==> src/sv/hmf_pkg.sv <==
`timescale 1ns / 1ps

package hmf_pkg;

   localparam int LENGTH_BITS = 32;
   localparam int NAME_LEN    = 16;
   localparam int MATCH_BITS  = 5;
   localparam int RSP_LEN_BITS = 32;

   localparam logic [7:0] CH_CR = 8'h0D;
   localparam logic [7:0] CH_LF = 8'h0A;
   localparam logic [7:0] CH_C  = 8'h43;
   localparam logic [7:0] CH_0  = 8'h30;
   localparam logic [7:0] CH_9  = 8'h39;

   typedef enum logic [1:0] {
      PH_IDLE,
      PH_HEADER,
      PH_BODY
   } phase_type;

   typedef logic [LENGTH_BITS-1:0] len_type;

   localparam len_type LEN_MAX = '1;

   // per-message header scan state
   typedef struct packed {
      logic [1:0]            term;
      logic [MATCH_BITS-1:0] match;
      logic                  reading;
      logic                  found;
      len_type               acc;
      logic                  sat;
   } hdr_state_type;

   localparam hdr_state_type HDR_CLEAR = '0;

   typedef struct packed {
      logic [7:0]              out_byte;
      logic                    in_header;
      logic                    header_done;
      logic [RSP_LEN_BITS-1:0] body_length;
      logic                    length_overflow;
      logic                    last_of_message;
   } rsp_type;

   typedef struct packed {
      hdr_state_type state;
      rsp_type       rsp;
      logic          done;
   } hdr_step_type;

   // "Content-Length: "
   function automatic logic [7:0] name_char(input logic [3:0] idx);
      logic [7:0] c;
      case (idx)
         4'd0:    c = 8'h43;
         4'd1:    c = 8'h6F;
         4'd2:    c = 8'h6E;
         4'd3:    c = 8'h74;
         4'd4:    c = 8'h65;
         4'd5:    c = 8'h6E;
         4'd6:    c = 8'h74;
         4'd7:    c = 8'h2D;
         4'd8:    c = 8'h4C;
         4'd9:    c = 8'h65;
         4'd10:   c = 8'h6E;
         4'd11:   c = 8'h67;
         4'd12:   c = 8'h74;
         4'd13:   c = 8'h68;
         4'd14:   c = 8'h3A;
         4'd15:   c = 8'h20;
         default: c = 8'h00;
      endcase
      return c;
   endfunction

   // one header byte: field match, digit accumulate, terminator tracking
   function automatic hdr_step_type header_step(input hdr_state_type s,
                                                input logic [7:0] b);
      hdr_step_type              r;
      logic [LENGTH_BITS+3:0]    wide;
      logic [7:0]                expected;
      r       = '0;
      r.state = s;
      wide    = '0;
      if (s.reading) begin
         if (b inside {[CH_0:CH_9]}) begin
            wide = ({4'b0, s.acc} << 3) + ({4'b0, s.acc} << 1)
                 + (LENGTH_BITS+4)'(b - CH_0);
            if (wide > {4'b0, LEN_MAX}) begin
               r.state.acc = LEN_MAX;
               r.state.sat = 1'b1;
            end else begin
               r.state.acc = wide[LENGTH_BITS-1:0];
            end
         end else begin
            r.state.reading = 1'b0;
         end
      end else if (!s.found) begin
         if (s.match < MATCH_BITS'(NAME_LEN) && b == name_char(s.match[3:0])) begin
            if (s.match == MATCH_BITS'(NAME_LEN - 1)) begin
               r.state.found   = 1'b1;
               r.state.reading = 1'b1;
               r.state.match   = '0;
            end else begin
               r.state.match = s.match + MATCH_BITS'(1);
            end
         end else begin
            r.state.match = (b == CH_C) ? MATCH_BITS'(1) : '0;
         end
      end

      r.rsp.out_byte  = b;
      r.rsp.in_header = 1'b1;
      expected = s.term[0] ? CH_LF : CH_CR;
      if (b == expected) begin
         if (s.term == 2'd3) begin
            r.done                = 1'b1;
            r.rsp.header_done     = 1'b1;
            r.rsp.body_length     = RSP_LEN_BITS'(r.state.acc);
            r.rsp.length_overflow = r.state.sat;
            r.rsp.last_of_message = (r.state.acc == '0);
         end else begin
            r.state.term = s.term + 2'd1;
         end
      end else begin
         r.state.term = (b == CH_CR) ? 2'd1 : 2'd0;
      end
      return r;
   endfunction

endpackage

==> src/sv/hmf_if.sv <==
`timescale 1ns / 1ps

interface hmf_req_if;
   logic       valid;
   logic       ready;
   logic [7:0] in_byte;

   modport source (output valid, output in_byte, input ready);
   modport sink   (input valid, input in_byte, output ready);
endinterface

interface hmf_rsp_if;
   logic        valid;
   logic        ready;
   logic [7:0]  out_byte;
   logic        in_header;
   logic        header_done;
   logic [31:0] body_length;
   logic        length_overflow;
   logic        last_of_message;

   modport source (output valid, output out_byte, output in_header, output header_done,
                   output body_length, output length_overflow, output last_of_message,
                   input ready);
   modport sink   (input valid, input out_byte, input in_header, input header_done,
                   input body_length, input length_overflow, input last_of_message,
                   output ready);
endinterface

==> src/sv/http_message_framer.sv <==
`timescale 1ns / 1ps
// with the queue empty, the first result of a req transfer is offered in the cycle after it;
// the second result of a pair, and any result queued behind others, waits for the entries ahead of it
// throughput: one byte per cycle while req_if.ready is high; a byte gives zero, one or two results
// results wait in a four-entry queue; req_if.ready is high while at most two are queued
// reset (synchronous, active high) clears the parse state and empties the queue

module http_message_framer
   import hmf_pkg::*;
(
   input  logic        clock,
   input  logic        reset,
   hmf_req_if.sink     req_if,
   hmf_rsp_if.source   rsp_if
);

   // parse state
   phase_type     phase_ff, phase_in;
   logic          held_cr_ff, held_cr_in;
   hdr_state_type hdr_ff, hdr_in;
   len_type       remain_ff, remain_in;

   // result queue
   rsp_type       queue_ff [4];
   logic [1:0]    wr_ptr_ff, rd_ptr_ff;
   logic [2:0]    count_ff, count_in;

   logic          req_xfer;
   logic          rsp_xfer;
   logic [1:0]    push_cnt;
   rsp_type       res0, res1;
   hdr_step_type  step;
   hdr_state_type step_src;
   logic [7:0]    b;

   assign b        = req_if.in_byte;
   // room for the two results a byte may cause
   assign req_if.ready = (count_ff < 3'd3);
   assign req_xfer = req_if.valid && req_if.ready;
   assign rsp_xfer = rsp_if.valid && rsp_if.ready;

   // after a held cr starts the header, the scan state is fresh with one cr seen
   always_comb begin
      step_src = hdr_ff;
      if (phase_ff == PH_IDLE && held_cr_ff) begin
         step_src      = HDR_CLEAR;
         step_src.term = 2'd1;
      end
   end

   assign step = header_step(step_src, b);

   // next state and results of the accepted byte
   always_comb begin
      phase_in   = phase_ff;
      held_cr_in = held_cr_ff;
      hdr_in     = hdr_ff;
      remain_in  = remain_ff;
      push_cnt   = 2'd0;
      res0       = '0;
      res1       = '0;
      if (req_xfer) begin
         case (phase_ff)
            PH_BODY: begin
               remain_in            = remain_ff - LENGTH_BITS'(1);
               push_cnt             = 2'd1;
               res0.out_byte        = b;
               res0.last_of_message = (remain_ff == LENGTH_BITS'(1));
               if (remain_ff == LENGTH_BITS'(1)) begin
                  phase_in = PH_IDLE;
                  hdr_in   = HDR_CLEAR;
               end
            end
            PH_HEADER: begin
               push_cnt = 2'd1;
               res0     = step.rsp;
               hdr_in   = step.state;
            end
            default: begin
               // before a message: drop empty lines, hold a lone cr
               if (held_cr_ff) begin
                  held_cr_in = 1'b0;
                  if (b != CH_LF) begin
                     phase_in       = PH_HEADER;
                     push_cnt       = 2'd2;
                     res0.out_byte  = CH_CR;
                     res0.in_header = 1'b1;
                     res1           = step.rsp;
                     hdr_in         = step.state;
                  end
               end else if (b == CH_CR) begin
                  held_cr_in = 1'b1;
               end else begin
                  phase_in = PH_HEADER;
                  push_cnt = 2'd1;
                  res0     = step.rsp;
                  hdr_in   = step.state;
               end
            end
         endcase
         // end of header: go to body, or close an empty-body message
         if (phase_ff != PH_BODY && push_cnt != 2'd0 && step.done) begin
            hdr_in = HDR_CLEAR;
            if (step.state.acc == '0) begin
               phase_in = PH_IDLE;
            end else begin
               phase_in  = PH_BODY;
               remain_in = step.state.acc;
            end
         end
      end
   end

   always_comb begin
      count_in = count_ff + 3'(push_cnt) - 3'(rsp_xfer);
   end

   always_ff @(posedge clock) begin
      if (reset) begin
         phase_ff   <= PH_IDLE;
         held_cr_ff <= 1'b0;
         hdr_ff     <= HDR_CLEAR;
         remain_ff  <= '0;
         wr_ptr_ff  <= '0;
         rd_ptr_ff  <= '0;
         count_ff   <= '0;
      end else begin
         phase_ff   <= phase_in;
         held_cr_ff <= held_cr_in;
         hdr_ff     <= hdr_in;
         remain_ff  <= remain_in;
         wr_ptr_ff  <= wr_ptr_ff + push_cnt;
         rd_ptr_ff  <= rd_ptr_ff + 2'(rsp_xfer);
         count_ff   <= count_in;
      end
   end

   // queue payload, no reset needed
   always_ff @(posedge clock) begin
      if (push_cnt != 2'd0) begin
         queue_ff[wr_ptr_ff] <= res0;
      end
      if (push_cnt == 2'd2) begin
         queue_ff[wr_ptr_ff + 2'd1] <= res1;
      end
   end

   assign rsp_if.valid           = (count_ff != 3'd0);
   assign rsp_if.out_byte        = queue_ff[rd_ptr_ff].out_byte;
   assign rsp_if.in_header       = queue_ff[rd_ptr_ff].in_header;
   assign rsp_if.header_done     = queue_ff[rd_ptr_ff].header_done;
   assign rsp_if.body_length     = queue_ff[rd_ptr_ff].body_length;
   assign rsp_if.length_overflow = queue_ff[rd_ptr_ff].length_overflow;
   assign rsp_if.last_of_message = queue_ff[rd_ptr_ff].last_of_message;

endmodule
==> src/flat_wrapper.sv <==
// flat-port wrapper written by rule: the top's interface ports become plain ports
module http_message_framer_flat import hmf_pkg::*;
  (clock, reset, req_if_valid, req_if_in_byte, req_if_ready, rsp_if_valid, rsp_if_out_byte, rsp_if_in_header, rsp_if_header_done, rsp_if_body_length, rsp_if_length_overflow, rsp_if_last_of_message, rsp_if_ready);
  hmf_req_if req_if_i ();
  hmf_rsp_if rsp_if_i ();
  input  logic clock;
  input  logic reset;
  input wire logic [$bits(req_if_i.valid)-1:0] req_if_valid;
  input wire logic [$bits(req_if_i.in_byte)-1:0] req_if_in_byte;
  output wire logic [$bits(req_if_i.ready)-1:0] req_if_ready;
  output wire logic [$bits(rsp_if_i.valid)-1:0] rsp_if_valid;
  output wire logic [$bits(rsp_if_i.out_byte)-1:0] rsp_if_out_byte;
  output wire logic [$bits(rsp_if_i.in_header)-1:0] rsp_if_in_header;
  output wire logic [$bits(rsp_if_i.header_done)-1:0] rsp_if_header_done;
  output wire logic [$bits(rsp_if_i.body_length)-1:0] rsp_if_body_length;
  output wire logic [$bits(rsp_if_i.length_overflow)-1:0] rsp_if_length_overflow;
  output wire logic [$bits(rsp_if_i.last_of_message)-1:0] rsp_if_last_of_message;
  input wire logic [$bits(rsp_if_i.ready)-1:0] rsp_if_ready;
  assign req_if_i.valid = req_if_valid;
  assign req_if_i.in_byte = req_if_in_byte;
  assign req_if_ready = req_if_i.ready;
  assign rsp_if_valid = rsp_if_i.valid;
  assign rsp_if_out_byte = rsp_if_i.out_byte;
  assign rsp_if_in_header = rsp_if_i.in_header;
  assign rsp_if_header_done = rsp_if_i.header_done;
  assign rsp_if_body_length = rsp_if_i.body_length;
  assign rsp_if_length_overflow = rsp_if_i.length_overflow;
  assign rsp_if_last_of_message = rsp_if_i.last_of_message;
  assign rsp_if_i.ready = rsp_if_ready;
  http_message_framer u_core (.clock(clock), .reset(reset), .req_if(req_if_i), .rsp_if(rsp_if_i));
endmodule
==> config.mk <==
export PLATFORM = sky130hd
export DESIGN_NAME = http_message_framer_flat
export DESIGN_NICKNAME = d
export VERILOG_FILES = /design/src/sv/hmf_pkg.sv /design/src/sv/hmf_if.sv /design/src/sv/http_message_framer.sv /design/src/flat_wrapper.sv
export SDC_FILE = /design/constraint.sdc
export NUM_CORES = 1
export LEC_CHECK = 0
export CORE_MARGIN = 5
export CORE_UTILIZATION = 59
export CTS_BUF_LIST = sky130_fd_sc_hd__clkbuf_16
export DETAILED_ROUTE_END_ITERATION = 16
export DONT_BUFFER_PORTS = 1
export HOLD_SLACK_MARGIN = 0.06
export PLACE_DENSITY = 0.88
export SLEW_MARGIN = 20
export SYNTH_ARGS = -nofsm -noshare
export SYNTH_HDL_FRONTEND = slang
export SYNTH_SLANG_ARGS = --single-unit
==> constraint.sdc <==
create_clock -name clock -period 7.3 [get_ports clock]
set_input_delay 1.095 -clock clock [delete_from_list [all_inputs] [get_ports clock]]
set_output_delay 1.095 -clock clock [all_outputs]
set_load 0.1 [all_outputs]
Yosys cells after proc, flatten, opt, wreduce, memory -nomap -nowiden
Memories as Yosys holds them, arrays and structs flattened. A register that Yosys moved wholly into a read port is not among the register bits.
Index checks and enable logic that the tools add are counted.
{"block": "op_classes", "multipliers": 0, "bitwise_logic": 1, "n_mux": 64, "n_lt_le_gt_ge": 5, "reduce_logical": 16, "n_addsub": 11, "shift": 0, "n_eq_ne": 18, "div": 0}
{"operator": "44-bit two-way mux", "count": 6}
{"operator": "42-bit two-way mux", "count": 6}
{"operator": "32-bit two-way mux", "count": 4}
{"operator": "42-bit case mux with 2 select lines", "count": 1}
{"operator": "36-bit two-way mux", "count": 2}
{"operator": "35-bit case mux with 2 select lines", "count": 1}
{"operator": "33-bit two-way mux", "count": 2}
{"operator": "35-bit by 33-bit adder with 36-bit output", "count": 1}
{"operator": "36-bit adder", "count": 1}
{"operator": "36-bit by 32-bit greater-than comparator with 1-bit output (second input constant)", "count": 1}
{"operator": "35-bit two-way mux", "count": 1}
{"operator": "32-bit by 1-bit == test with 1-bit output (second input constant)", "count": 1}
{"operator": "32-bit zero test", "count": 1}
{"operator": "2-bit two-way mux", "count": 16}
{"operator": "32-bit by 1-bit subtractor with 32-bit output (second input constant)", "count": 1}
{"operator": "8-bit two-way mux", "count": 3}
{"operator": "5-bit two-way mux", "count": 4}
{"operator": "8-bit == test", "count": 2}
{"operator": "1-bit two-way mux", "count": 13}
{"operator": "9-bit two-way mux", "count": 1}
{"operator": "8-bit by 6-bit subtractor with 9-bit output (second input constant)", "count": 1}
{"operator": "8-bit by 4-bit == test with 1-bit output (second input constant)", "count": 1}
{"operator": "8-bit by 7-bit == test with 1-bit output (second input constant)", "count": 1}
{"operator": "8-bit by 6-bit >= comparator with 1-bit output (second input constant)", "count": 1}
{"operator": "33 further kinds", "count": 43}
{"block": "totals", "wordCells": 129, "latch_bits": 0, "rom_bits": 112, "mem_count": 2, "inputBits": 12, "ram_bits": 176, "out_inout_bits": 46, "register_bits": 84}
{"memory": "u_core.queue_ff", "words": 4, "word_bits": 44, "read_ports": 1, "rd_ports_with_merged_regs": 1, "wr": 2, "line": "http_message_framer.sv:24", "source": "rsp_type queue_ff [4];"}
{"memory": "(name not given)", "words": 16, "word_bits": 7, "read_ports": 1, "rd_ports_with_merged_regs": 0, "wr": 0, "line": "hmf_pkg.sv:56", "source": "case (idx)"}

Depth between registers and ports, before layout
Gate-level depths: netlist of the first run.
{"block": "logic_depth", "ltp_word": 16, "mapped_depth": 25, "depth_no_buf": 19}

Worst setup path after synthesis of the first run
No wires, ideal clock.
{"block": "synth_path", "path_kind": "input to register", "from": "input req_if_in_byte[6]", "to": "register u_core.remain_ff[21]", "setup_slack_ns": 0.390, "path_buffers": 3, "cell_stages": 19, "arrival_time_ns": 6.790, "required_time_ns": 7.179, "path_cell_list": "clkbuf_1 nor3_1 inv_1 fa_1 inv_1 ha_1 buf_6 a21oi_4 o21ai_2 a221oi_4 a2111oi_1 or3_1 a2111o_1 or3_1 o31a_1 or4_1 buf_2 o21ai_2 mux2_2"}
{"block": "synth_via", "elab_chain_len": 9, "word_cells_on_any_way": 24, "classes_between": "add/sub (2); order compare (3); eq/ne (3); mux (11); reduce/logical (5)"}
{"item": "start, declared", "line": "flat_wrapper.sv:9", "source": "input wire logic [$bits(req_if_i.in_byte)-1:0] req_if_in_byte;"}
{"item": "8-bit by 6-bit subtractor with 9-bit output, or another cell as far along", "line": "hmf_pkg.sv:90", "source": "+ (LENGTH_BITS+4)'(b - CH_0);"}
{"item": "36-bit adder, or another cell as far along", "line": "hmf_pkg.sv:90"}
{"item": "36-bit by 32-bit greater-than comparator with 1-bit output / 2-bit two-way mux (equally long branches)", "line": "hmf_pkg.sv:91, http_message_framer.sv:81"}
{"item": "32-bit two-way mux / 2-bit two-way mux (equally long branches)", "line": "hmf_pkg.sv:91, http_message_framer.sv:63"}
{"item": "33-bit two-way mux / 2-bit two-way mux (equally long branches)", "line": "hmf_pkg.sv:88, http_message_framer.sv:62"}
{"item": "33-bit two-way mux / 2-bit nonzero test (equally long branches)", "line": "hmf_pkg.sv:87, http_message_framer.sv:102"}
{"item": "32-bit zero test / 1-bit logical AND (equally long branches)", "line": "http_message_framer.sv:104, http_message_framer.sv:102"}
{"item": "32-bit two-way mux / 1-bit logical AND (equally long branches)", "line": "http_message_framer.sv:104, http_message_framer.sv:102"}
{"item": "32-bit two-way mux *", "line": "http_message_framer.sv:102", "source": "if (phase_ff != PH_BODY && push_cnt != 2'd0 && step.done) begin"}
{"item": "end signal, assigned", "line": "http_message_framer.sv:131", "source": "remain_ff <= remain_in;"}
{"item": "end, declared", "line": "http_message_framer.sv:21", "source": "len_type remain_ff, remain_in;"}
Every way passes the cells marked *; elsewhere a longest branch is shown, timed or not. The select of a mux whose other input is x is not followed.
A chain may end at the register's enable or synchronous reset.

Worst setup path in the final report of the first run
{"block": "layout_path", "from": "register u_core.phase_ff[0]", "to": "register u_core.remain_ff[27]"}
{"block": "layout_via", "elab_chain_len": 12, "word_cells_on_any_way": 27, "classes_between": "add/sub (2); order compare (1); eq/ne (5); mux (12); reduce/logical (7)"}
{"item": "start, declared", "line": "http_message_framer.sv:18", "source": "phase_type phase_ff, phase_in;"}
{"item": "start signal, assigned", "line": "http_message_framer.sv:128", "source": "phase_ff <= phase_in;"}
{"item": "2-bit zero test", "line": "http_message_framer.sv:45", "source": "if (phase_ff == PH_IDLE && held_cr_ff) begin"}
{"item": "1-bit logical AND", "line": "http_message_framer.sv:45"}
{"item": "42-bit two-way mux", "line": "http_message_framer.sv:45"}
{"item": "35-bit by 33-bit adder with 36-bit output", "line": "hmf_pkg.sv:89", "source": "wide = ({4'b0, s.acc} << 3) + ({4'b0, s.acc} << 1)"}
{"item": "36-bit adder", "line": "hmf_pkg.sv:90"}
{"item": "36-bit by 32-bit greater-than comparator with 1-bit output", "line": "hmf_pkg.sv:91", "source": "if (wide > {4'b0, LEN_MAX}) begin"}
{"item": "32-bit two-way mux", "line": "hmf_pkg.sv:91"}
{"item": "33-bit two-way mux", "line": "hmf_pkg.sv:88", "source": "if (b inside {[CH_0:CH_9]}) begin"}
{"item": "33-bit two-way mux", "line": "hmf_pkg.sv:87", "source": "if (s.reading) begin"}
{"item": "32-bit zero test", "line": "http_message_framer.sv:104", "source": "if (step.state.acc == '0) begin"}
{"item": "32-bit two-way mux", "line": "http_message_framer.sv:104"}
{"item": "32-bit two-way mux *", "line": "http_message_framer.sv:102"}
Marks and branches as above.

==> run summary, run 1 <==
Finish-stage setup viols: 0
initial antenna violation count: 0
Fill cells: 2036
final hold vios: 0
Port Buffers: 0
Bufs on Longest Clock Path: 3
1st-iter DRT viols: 1893
Routed WL: 46360 um
Worst VDD drop: 155.6 uV
Tot Pwr: 4.661 mW
largest area contributor in the netlist: edfxtp_1
postcts setup bufs: 0
cts bufs inserted: 23
Syn Nets: 1786
share of cells above drive strength 1: 9.621%
final setup TNS: 0 ns
Worst-path clk slew: 0.07 ns
ranking of synthesized cells by area: edfxtp_1 32%, dfxtp_1 10%, mux4_2 6.1%, nor2_1 4.8%, ha_1 4.1%
most common cell in the netlist: nor2_1
Die X: 176.4 um
Antenna Cells: 0
Placed Instances: 2000
drt first pass iters: 8
status: complete, no violations
Worst Setup Path Type: reg2reg
Final Critical Period: 6.651 ns
synth unique cells: 90
post-CTS resize count: 0
DRT antenna net count: 0
synth cell count leaders: 207 x nor2_1, 176 x edfxtp_1, 130 x nand2_1
post-route insts no fill: 2041
Overall Global Routing Usage: 29.07%
GR Overflow Total: 0
CTS tree: done
critical path arrival: 7.06 ns
Required @ worst endpoint: 7.71 ns
Area Overhead vs Synth: 6.729%
first-pass GRT wire length: 73000 um
DR DRC count: 0
Root Driver: clkbuf_16
register area: 0.006972 mm^2
RSZ-0062 raised after global routing: false
Multi-input gate area: 0.008658 mm^2
synthesized instance count: 1689
Hold WS: 0.4833 ns
worst min-delay path class: reg2reg
Syn Area/Cell: 9.678 um^2
largest net degree at the start of global routing: 86
Seq/Total Area, Yosys: 42.62%
CTS Hold Buffers Added: 0
FFs w/ async S/R, synth: 0%
Final #Nets: 1744
Mapped Area: 0.01635 mm^2
Clk Latency, worst-skew pair: 0.51 ns
top-area cell type share of the netlist area: 32.33%
Vert. Die Dim: 176.4 um
Max-Cap Viols: 0
H-tree depth: 1
power per cell area: 267.2 mW/mm^2
Clock Sinks: 260
Starting Density: 59.33%
Top FF cell, synth: edfxtp_1
Fmax: 150.3 MHz
Synthesis Warnings: 0
leakage: 6.436 nW
Post-synth EDFFs: 176
crit end category: flip-flop
io pins: 58
Worst Setup Start Kind: flip-flop
floorplan core area: 0.02755 mm^2
Slew Limit Headroom: 28.37%
DIE AREA: 0.03113 mm^2
GPL Wtd Cong: 0.9650
period utilization: 91.11%
Slew Viols, Final: 0
crit-path max FO: 31
flops & latches, synth: 260
Via density: 6.754
HPWL after DPL: 31590 um
vias: 13.79k
worst clock skew: 0.008788 ns
row count: 61
vias in the first global route: 13.27k
measured slew at the worst slew-check pin: 1.074 ns
drt wl/cell: 22.71 um
-- layout by cell type (no fill, tap or decap), types with 12 or more instances in the layout --
cell type / Yosys / layout
xnor2_1: 25 / 25
and3_1: 16 / 16
o22ai_1: 12 / 12
nand4_1: 25 / 25
edfxtp_1: 176 / 176
fa_1: 31 / 31
a21oi_1: 110 / 108
buf_4: 2 / 35
nand3_1: 42 / 42
nor3_1: 50 / 50
nand2_1: 130 / 130
nor2_1: 207 / 203
a22oi_1: 28 / 28
a211oi_1: 20 / 20
o21ai_0: 68 / 67
dfxtp_1: 84 / 82
inv_1: 96 / 102
nor2b_1: 13 / 13
a31oi_1: 12 / 12
ha_1: 54 / 54
mux4_2: 44 / 44
nor4_1: 22 / 21
clkbuf_16: 0 / 23
and2_1: 100 / 100
-- per-stage QoR --
stage          cell area, um^2  worst slack, ns  util, %
2_1_floorplan            16350           0.3896        -
3_3_place_gp             16740           0.3908    60.76
3_5_place_dp             16740           0.2776    60.76
4_1_cts                  17440           0.7942    63.28
5_1_grt                  17450           0.3424    63.32
6_report                 17450           0.6487    63.32
-- final cells by class --
type / instances / area share [%]
clock inverters: 18 / 0.6885
multi-input cells: 1229 / 49.63
inverters: 97 / 2.087
repair buffers: 36 / 1.621
flip-flops and latches: 260 / 39.96
well taps: 378 / 2.711
clock buffers: 23 / 3.299
-- critical path, cell delays in order, from the launching register on --
cell	delay, ns
dfxtp_1	0.37
inv_1	0.09
ha_1	0.28
nand2_1	0.13
buf_4	0.34
nand2_1	0.25
fa_1	0.56
inv_1	0.05
ha_1	0.38
a21oi_1	0.23
o21ai_1	0.18
a221oi_1	0.30
o21ai_0	0.17
or3_1	0.39
a2111o_1	0.57
buf_4	0.22
or4_1	0.50
a22oi_2	0.41
and3_1	0.49
a21oi_2	0.26
o41ai_2	0.33
-- flip-flops by register name, indices dropped and copies added, names as in the netlist --
signal,count
u_core.count_ff,3
u_core.hdr_ff,42
u_core.held_cr_ff,1
u_core.phase_ff,2
u_core.queue_ff,176
u_core.rd_ptr_ff,2
u_core.remain_ff,32
u_core.wr_ptr_ff,2
-- kinds of logic after synthesis --
| group | after synthesis | share of synthesized area, % |
|---|---|---|
| muxes | 54 | 6.683 |
| and+or+nand+nor | 663 | 19.96 |
| DFF | 260 | 42.62 |
| xor gates and xnor gates | 33 | 1.768 |
| AOI/OAI and AO/OA | 394 | 16.27 |
| buffers and inverters | 200 | 4.761 |
| adders and majority gates | 85 | 7.930 |
-- worst paths after layout --
check                                           from              endpoint  slack [ns]  cells after the start
worst max-delay path              u_core.phase_ff[0]  u_core.remain_ff[27]        0.65                     20
worst min-delay path            u_core.remain_ff[23]  u_core.remain_ff[23]        0.48                      2
worst max register to register    u_core.phase_ff[0]  u_core.remain_ff[27]        0.65                     20
worst min register to register  u_core.remain_ff[23]  u_core.remain_ff[23]        0.48                      2
-- per-layer routing --
layer	vias to the layer above	global-route usage (%)	wire, um
met3	168	5.011	4911
met2	930	48.57	22340
li1	6097	-	-
met5	-	0	0
met1	6590	38.72	17350
met4	0	9.994	1756
-- report_power, final --
part	switching, mW	internal (mW)
Combinational	1.39	0.317
Sequential	0.0738	1.72
Clock	0.547	0.613
Total	2.01	2.65
Note: power is estimated with default switching activity, not from simulation.
==> run 2, diff against run 1 <==
CORE_UTILIZATION = 61   (was 59)
PLACE_DENSITY = 0.77   (was 0.88)
clock period = 6.8 ns   (was 7.3 ns; I/O delays follow)
==> run summary, run 2 (synthesis results as in run 1) <==
Fill cells: 2065 (+1.4%)
leakage: 6.591 nW (+2.4%)
slowest stage cell, crit path: or4_1
design area: 0.01770 mm^2 (+1.4%)
Max-Cap Viols: 0 (unchanged)
commonest non-fill, non-tap cell in the layout: nor2_1
Psw: 2.112 mW (+4.9%)
Required @ worst endpoint: 7.28 ns (-0.43 ns)
drt first pass iters: 6 (-2)
measured slew at the worst slew-check pin: 1.124 ns (+0.04930 ns)
H-tree depth: 1 (unchanged)
crit end category: flip-flop
DIE AREA: 0.03017 mm^2 (-3.1%)
critical path arrival: 6.91 ns (-0.15 ns)
Slew Limit Headroom: 25.08% (-3.3 points)
Setup WS post-layout: 0.3730 ns (-0.2758 ns)
Clock Sinks: 260 (unchanged)
last element of the critical path: u_core.remain_ff[29]
Port Buffers: 0 (unchanged)
first-pass GRT wire length: 69260 um (-5.1%)
Area Overhead vs Synth: 8.267%
final core utilization: 66.40% (+3.1 points)
HPWL after DPL: 31090 um (-1.6%)
pre-CTS setup slack: 0.1449 ns (-0.1327 ns)
Reg2Reg Capture Point: u_core.remain_ff[29]
DRT antenna net count: 0 (unchanged)
delay-heaviest family, CP: compound AO/OA/AOI/OAI gates
Hold WS: 0.4822 ns (-0.001051 ns)
Worst-path clk slew: 0.06 ns (about the same)
CTS Hold Buffers Added: 0 (unchanged)
CTS tree: done
Final #Nets: 1764 (+1.1%)
Bufs on Longest Clock Path: 3 (unchanged)
Regs by FF count: u_core.queue_ff x176, u_core.hdr_ff x42, u_core.remain_ff x32
Comb power frac: 34.1% (-2.6 points)
crit-path max FO: 43 (+39%)
final setup TNS: 0 ns (unchanged)
row count: 60 (-1.6%)
share of cells above drive strength 1: 10.97% (+1.4 points)
Worst VDD drop: 184.3 uV (+18%)
R2R setup slack: 0.37 ns (-0.28 ns)
Final Critical Period: 6.427 ns (-0.2242 ns)
Fmax: 155.6 MHz (+3.5%)
r2r startpoint: u_core.phase_ff[0]
floorplan core area: 0.02665 mm^2 (-3.3%)
cts bufs inserted: 26 (+13%)
1st-iter DRT viols: 1396 (-26%)
post-CTS resize count: 0 (unchanged)
Tot Pwr: 5.122 mW (+9.9%)
Setup crit start: u_core.phase_ff[0]
most frequent cells in the layout: 203 x nor2_1, 176 x edfxtp_1, 130 x nand2_1
postcts setup bufs: 0 (unchanged)
initial antenna violation count: 1 (+1)
worst min-delay path class: reg2reg
Starting Density: 61.33% (+2.0 points)
Finish-stage setup viols: 0 (unchanged)
post-route insts no fill: 2027 (-0.69%)
slowest stage delay, CP: 0.59 ns (+0.02 ns)
Routed WL: 42840 um (-7.6%)
worst clock skew: 0.02846 ns (+0.01967 ns)
RSZ-0062 raised after global routing: false
max reg flops: 176 (unchanged)
R2R cell count: 20 (unchanged)
Most flops, register: u_core.queue_ff
Root Driver: clkbuf_16
Placed Instances: 1980 (-1.0%)
Slew Viols, Final: 0 (unchanged)
GPL Wtd Cong: 0.9977 (+3.4%)
GR Overflow Total: 0 (unchanged)
vias in the first global route: 12.66k (-4.6%)
Vert. Die Dim: 173.7 um (-1.6%)
WP buf/inv: 4 (unchanged)
Die X: 173.7 um (-1.6%)
Antenna Cells: 0 (unchanged)
largest net degree at the start of global routing: 83 (-3.5%)
Critical Path, Cell by Cell: inv_1 -> ha_1 -> nand2_1 -> buf_4 -> nand2_1 -> fa_1 -> inv_1 -> ha_1 -> a21oi_1 -> o21ai_1 -> a221oi_1 -> o21ai_0 -> or3_1 -> a2111o_1 -> or3_1 -> o31a_1 -> or4_1 -> buf_4 -> o21ai_4 -> a41o_1
period utilization: 94.52% (+3.4 points)
Worst Setup Path Type: reg2reg
Crit path depth: 20 (unchanged)
Worst Setup Start Kind: flip-flop
DR DRC count: 0 (unchanged)
power per cell area: 289.4 mW/mm^2 (+8.3%)
status: complete, no violations
Sw Share: 41.24% (-2.0 points)
Seq pwr share: 38.0% (-0.4 points)
Int Power: 3.009 mW (+14%)
io pins: 58 (unchanged)
Overall Global Routing Usage: 28.09% (-0.98 points)
vias: 13.13k (-4.7%)
drt wl/cell: 21.14 um (-6.9%)
Clk Latency, worst-skew pair: 0.54 ns (+0.03 ns)
final hold vios: 0 (unchanged)
clock share of power: 27.9% (+3.0 points)
Post-DP Area: 0.01685 mm^2 (+0.67%)
Via density: 6.479 (-4.1%)
## run 2: cell types whose count changed in the layout (fill, tap and decap cells not counted), moves of 2 or more
cell,before,now
clkinvlp_4,1,3
clkinv_4,4,1
buf_4,35,51
bufinv_16,1,3
inv_1,102,100
clkbuf_16,23,27
## run 2: final cells by class
type / instances / area, um^2 / share of cell area [%]
Clock buffer: 27 / 675.6 / 3.818
Clock inverter: 20 / 170.2 / 0.9615
Inverter: 97 / 367.9 / 2.079
Multi-Input combinational cell: 1229 / 8662 / 48.95
Sequential cell: 260 / 6972 / 39.39
Tap cell: 341 / 426.7 / 2.411
Timing Repair Buffer: 53 / 422.9 / 2.390
## run 2: power groups by stage
stage          sequential, mW  combinational (mW)  clock [mW]
6_report                 1.95                1.75        1.43
5_1_grt                  1.97                1.81        1.51
4_1_cts                  1.95                1.75        1.44
3_5_place_dp             1.98                1.75           0
3_3_place_gp             1.98                1.74           0
2_1_floorplan            1.91                1.62           0
## run 2: worst reg2reg max path, cell delays in order (launching register included)
cell and delay [ns]:
dfxtp_1 0.37, inv_1 0.08, ha_1 0.31, nand2_1 0.13, buf_4 0.39, nand2_1 0.36, fa_1 0.58, inv_1 0.04
ha_1 0.30, a21oi_1 0.30, o21ai_1 0.19, a221oi_1 0.38, o21ai_0 0.20, or3_1 0.40, a2111o_1 0.39, or3_1 0.34
o31a_1 0.33, or4_1 0.59, buf_4 0.21, o21ai_4 0.28, a41o_1 0.21
## run 2: routing by layer
layer | GRT usage [%] | vias up | share of wire (%)
met2 | 44.99 | 577 | 46
met1 | 40.11 | 6318 | 43
li1 | - | 6146 | -
met4 | 8.380 | 0 | 3.1
met5 | 0 | - | 0
met3 | 4.297 | 92 | 8.2
## run 2: worst min-delay path by stage
stage / from / endpoint / slack, ns / depth (start not counted)
after detailed placement: u_core.hdr_ff[12] / u_core.hdr_ff[12] / 0.47 / 2
after global placement: u_core.hdr_ff[39] / u_core.hdr_ff[39] / 0.46 / 2
after CTS: u_core.remain_ff[7] / u_core.remain_ff[7] / 0.48 / 2
after global routing: u_core.hdr_ff[39] / u_core.hdr_ff[39] / 0.50 / 2
after floorplan: u_core.hdr_ff[39] / u_core.hdr_ff[39] / 0.44 / 2
final: u_core.hdr_ff[39] / u_core.hdr_ff[39] / 0.48 / 2
==> run 3, diff against run 2 <==
CORE_UTILIZATION = 59   (was 61)
GPL_ROUTABILITY_DRIVEN = 1   (was default)
PLACE_DENSITY = 0.78   (was 0.77)
clock period = 5.4 ns   (was 6.8 ns; I/O delays follow)
==> run summary, run 3 (synthesis results as in run 1) <==
status: finished with violations
failing checks: setup timing
Regs by FF count: u_core.queue_ff x176, u_core.hdr_ff x42, u_core.remain_ff x32
GPL Wtd Cong: 0.9567 (-4.1%)
share of cells above drive strength 1: 28.23% (+17 points)
Clock Sinks: 260 (unchanged)
DIE AREA: 0.03113 mm^2 (+3.2%)
Max-Cap Viols: 0 (unchanged)
Post-DP Area: 0.01844 mm^2 (+9.4%)
Multi-input gate area: 0.009709 mm^2 (+12%)
vias in the first global route: 13.97k (+10%)
commonest non-fill, non-tap cell in the layout: buf_4
Most flops, register: u_core.queue_ff
R2R setup slack: -0.12 ns (-0.49 ns)
Starting Density: 59.33% (-2.0 points)
Slew Limit Headroom: 32.49% (+7.4 points)
RSZ-0062 raised after global routing: true
Die X: 176.4 um (+1.6%)
Final Critical Period: 5.589 ns
CTS Hold Buffers Added: 0 (unchanged)
Worst VDD drop: 249.7 uV (+35%)
1st-iter DRT viols: 1824 (+31%)
Worst Setup Path Type: in2reg
register area: 0.006972 mm^2 (unchanged)
Setup WS post-layout: -0.1887 ns (-0.5616 ns)
Bufs on Longest Clock Path: 3 (unchanged)
initial antenna violation count: 1 (unchanged)
io pins: 58 (unchanged)
first-pass GRT wire length: 76690 um (+11%)
largest net degree at the start of global routing: 86 (+3.6%)
r2r startpoint: u_core.phase_ff[0]
worst clock skew: 0.01108 ns (-0.01738 ns)
DR DRC count: 0 (unchanged)
floorplan core area: 0.02755 mm^2 (+3.4%)
Antenna Cells: 0 (unchanged)
Root Driver: clkbuf_16
Via density: 6.390 (-1.4%)
CTS tree: done
Finish-stage setup viols: 23 (+23)
drt first pass iters: 5 (-1)
vias: 14.59k (+11%)
period utilization: 103.5%
Overall Global Routing Usage: 30.76% (+2.7 points)
final hold vios: 0 (unchanged)
last element of the critical path: u_core.remain_ff[21]
Vert. Die Dim: 176.4 um (+1.6%)
Clk Latency, worst-skew pair: 0.52 ns (-0.02 ns)
critical path arrival: 6.00 ns (-0.91 ns)
design area: 0.02048 mm^2 (+16%)
Setup crit start: req_if_in_byte[4]
HPWL after DPL: 33690 um (+8.3%)
R2R cell count: 21 (+5.0%)
power per cell area: 310.5 mW/mm^2 (+7.3%)
H-tree depth: 1 (unchanged)
cts bufs inserted: 25 (-3.8%)
Worst Setup Start Kind: input port
leakage: 7.740 nW (+17%)
most frequent cells in the layout: 260 x buf_4, 199 x nor2_1, 176 x edfxtp_1
worst min-delay path class: in2reg
beginning of the worst hold path: reset
Hold WS: 0.3822 ns (-0.1000 ns)
Tot Pwr: 6.359 mW (+24%)
measured slew at the worst slew-check pin: 1.009 ns (-0.1148 ns)
Routed WL: 50210 um (+17%)
Port Buffers: 0 (unchanged)
Required @ worst endpoint: 5.81 ns (-1.47 ns)
max reg flops: 176 (unchanged)
DRT antenna net count: 0 (unchanged)
Reg2Reg Capture Point: u_core.remain_ff[21]
Final #Nets: 1985 (+13%)
Fmax: 178.9 MHz
Area Overhead vs Synth: 25.31%
Worst-path clk slew: 0.07 ns (about the same)
drt wl/cell: 21.98 um (+4.0%)
Fill cells: 1729 (-16%)
crit-path max FO: 8 (-81%)
row count: 61 (+1.7%)
Slew Viols, Final: 0 (unchanged)
GR Overflow Total: 0 (unchanged)
crit end category: flip-flop
==> run 3: metal layers <==
| layer | vias up | track usage [%] | share of wire, % |
|---|---|---|---|
| met5 | - | 0 | 0.028 |
| met4 | 2 | 10.41 | 4.5 |
| met3 | 183 | 3.704 | 9.1 |
| met2 | 832 | 51.42 | 48 |
| met1 | 6993 | 42.08 | 38 |
| li1 | 6584 | - | - |
==> run 3: how the worst min path moves through the flow <==
stage / end / slack [ns] / cells after the start
floorplan: u_core.hdr_ff[39] / 0.44 / 2
global placement: u_core.remain_ff[7] / 0.46 / 2
detailed placement: u_core.remain_ff[7] / 0.47 / 2
CTS: u_core.hdr_ff[11] / 0.37 / 1
global route: u_core.hdr_ff[25] / 0.37 / 1
finish: u_core.hdr_ff[27] / 0.38 / 1
==> run 3: cell type report <==
type	count	area share [%]
timing repair buffer	275	10.90
clock buffer	25	3.054
sequential	260	34.04
inverter	97	1.796
multi-input combinational	1229	47.40
clock inverter	20	0.4948
tap	378	2.309
==> run 3: where the power goes <==
group / internal, mW / leakage [nW] / total (mW) / switching (mW)
logic: 0.489 / 5.08 / 2.32 / 1.83
registers: 2.32 / 2.29 / 2.46 / 0.134
clock network: 0.843 / 0.375 / 1.58 / 0.739
total: 3.65 / 7.74 / 6.36 / 2.70
==> run 3: critical path, stage by stage <==
cell and delay [ns]:
ha_4 0.16, nor3_4 0.26, clkinvlp_4 0.20, buf_12 0.19, buf_12 0.15, fa_1 0.56, inv_1 0.07, ha_4 0.29
nand2_1 0.13, nor2_4 0.20, nand3_4 0.11, a2111oi_4 0.40, o21ai_2 0.12, a2111o_1 0.48, or3_4 0.42, o31a_1 0.29
or4_4 0.55, buf_8 0.16, o21ai_4 0.13, mux2_4 0.31
==> run 3: repair_timing <==
action / CTS / global route
pin swaps: 38 / 35
hold endpoints to repair: 0 / 0
setup buffers: 18 / 18
gates resized for setup: 102 / 74
gates cloned: 5 / 1
endpoints found under the setup margin: 59 / 93
==> run 3: metrics by stage <==
stage	instances	setup TNS [ns]	utilization, %	setup WS, ns
3_3_place_gp	2198	-44.60	66.94	-0.6144
4_1_cts	2266	-0.02520	72.60	-0.02520
5_1_grt	2284	-6.746	74.34	-0.2905
6_report	2284	-2.352	74.34	-0.1887
2_1_floorplan	1689	-108.14	-	-1.093
3_5_place_dp	2198	-57.30	66.94	-0.7456
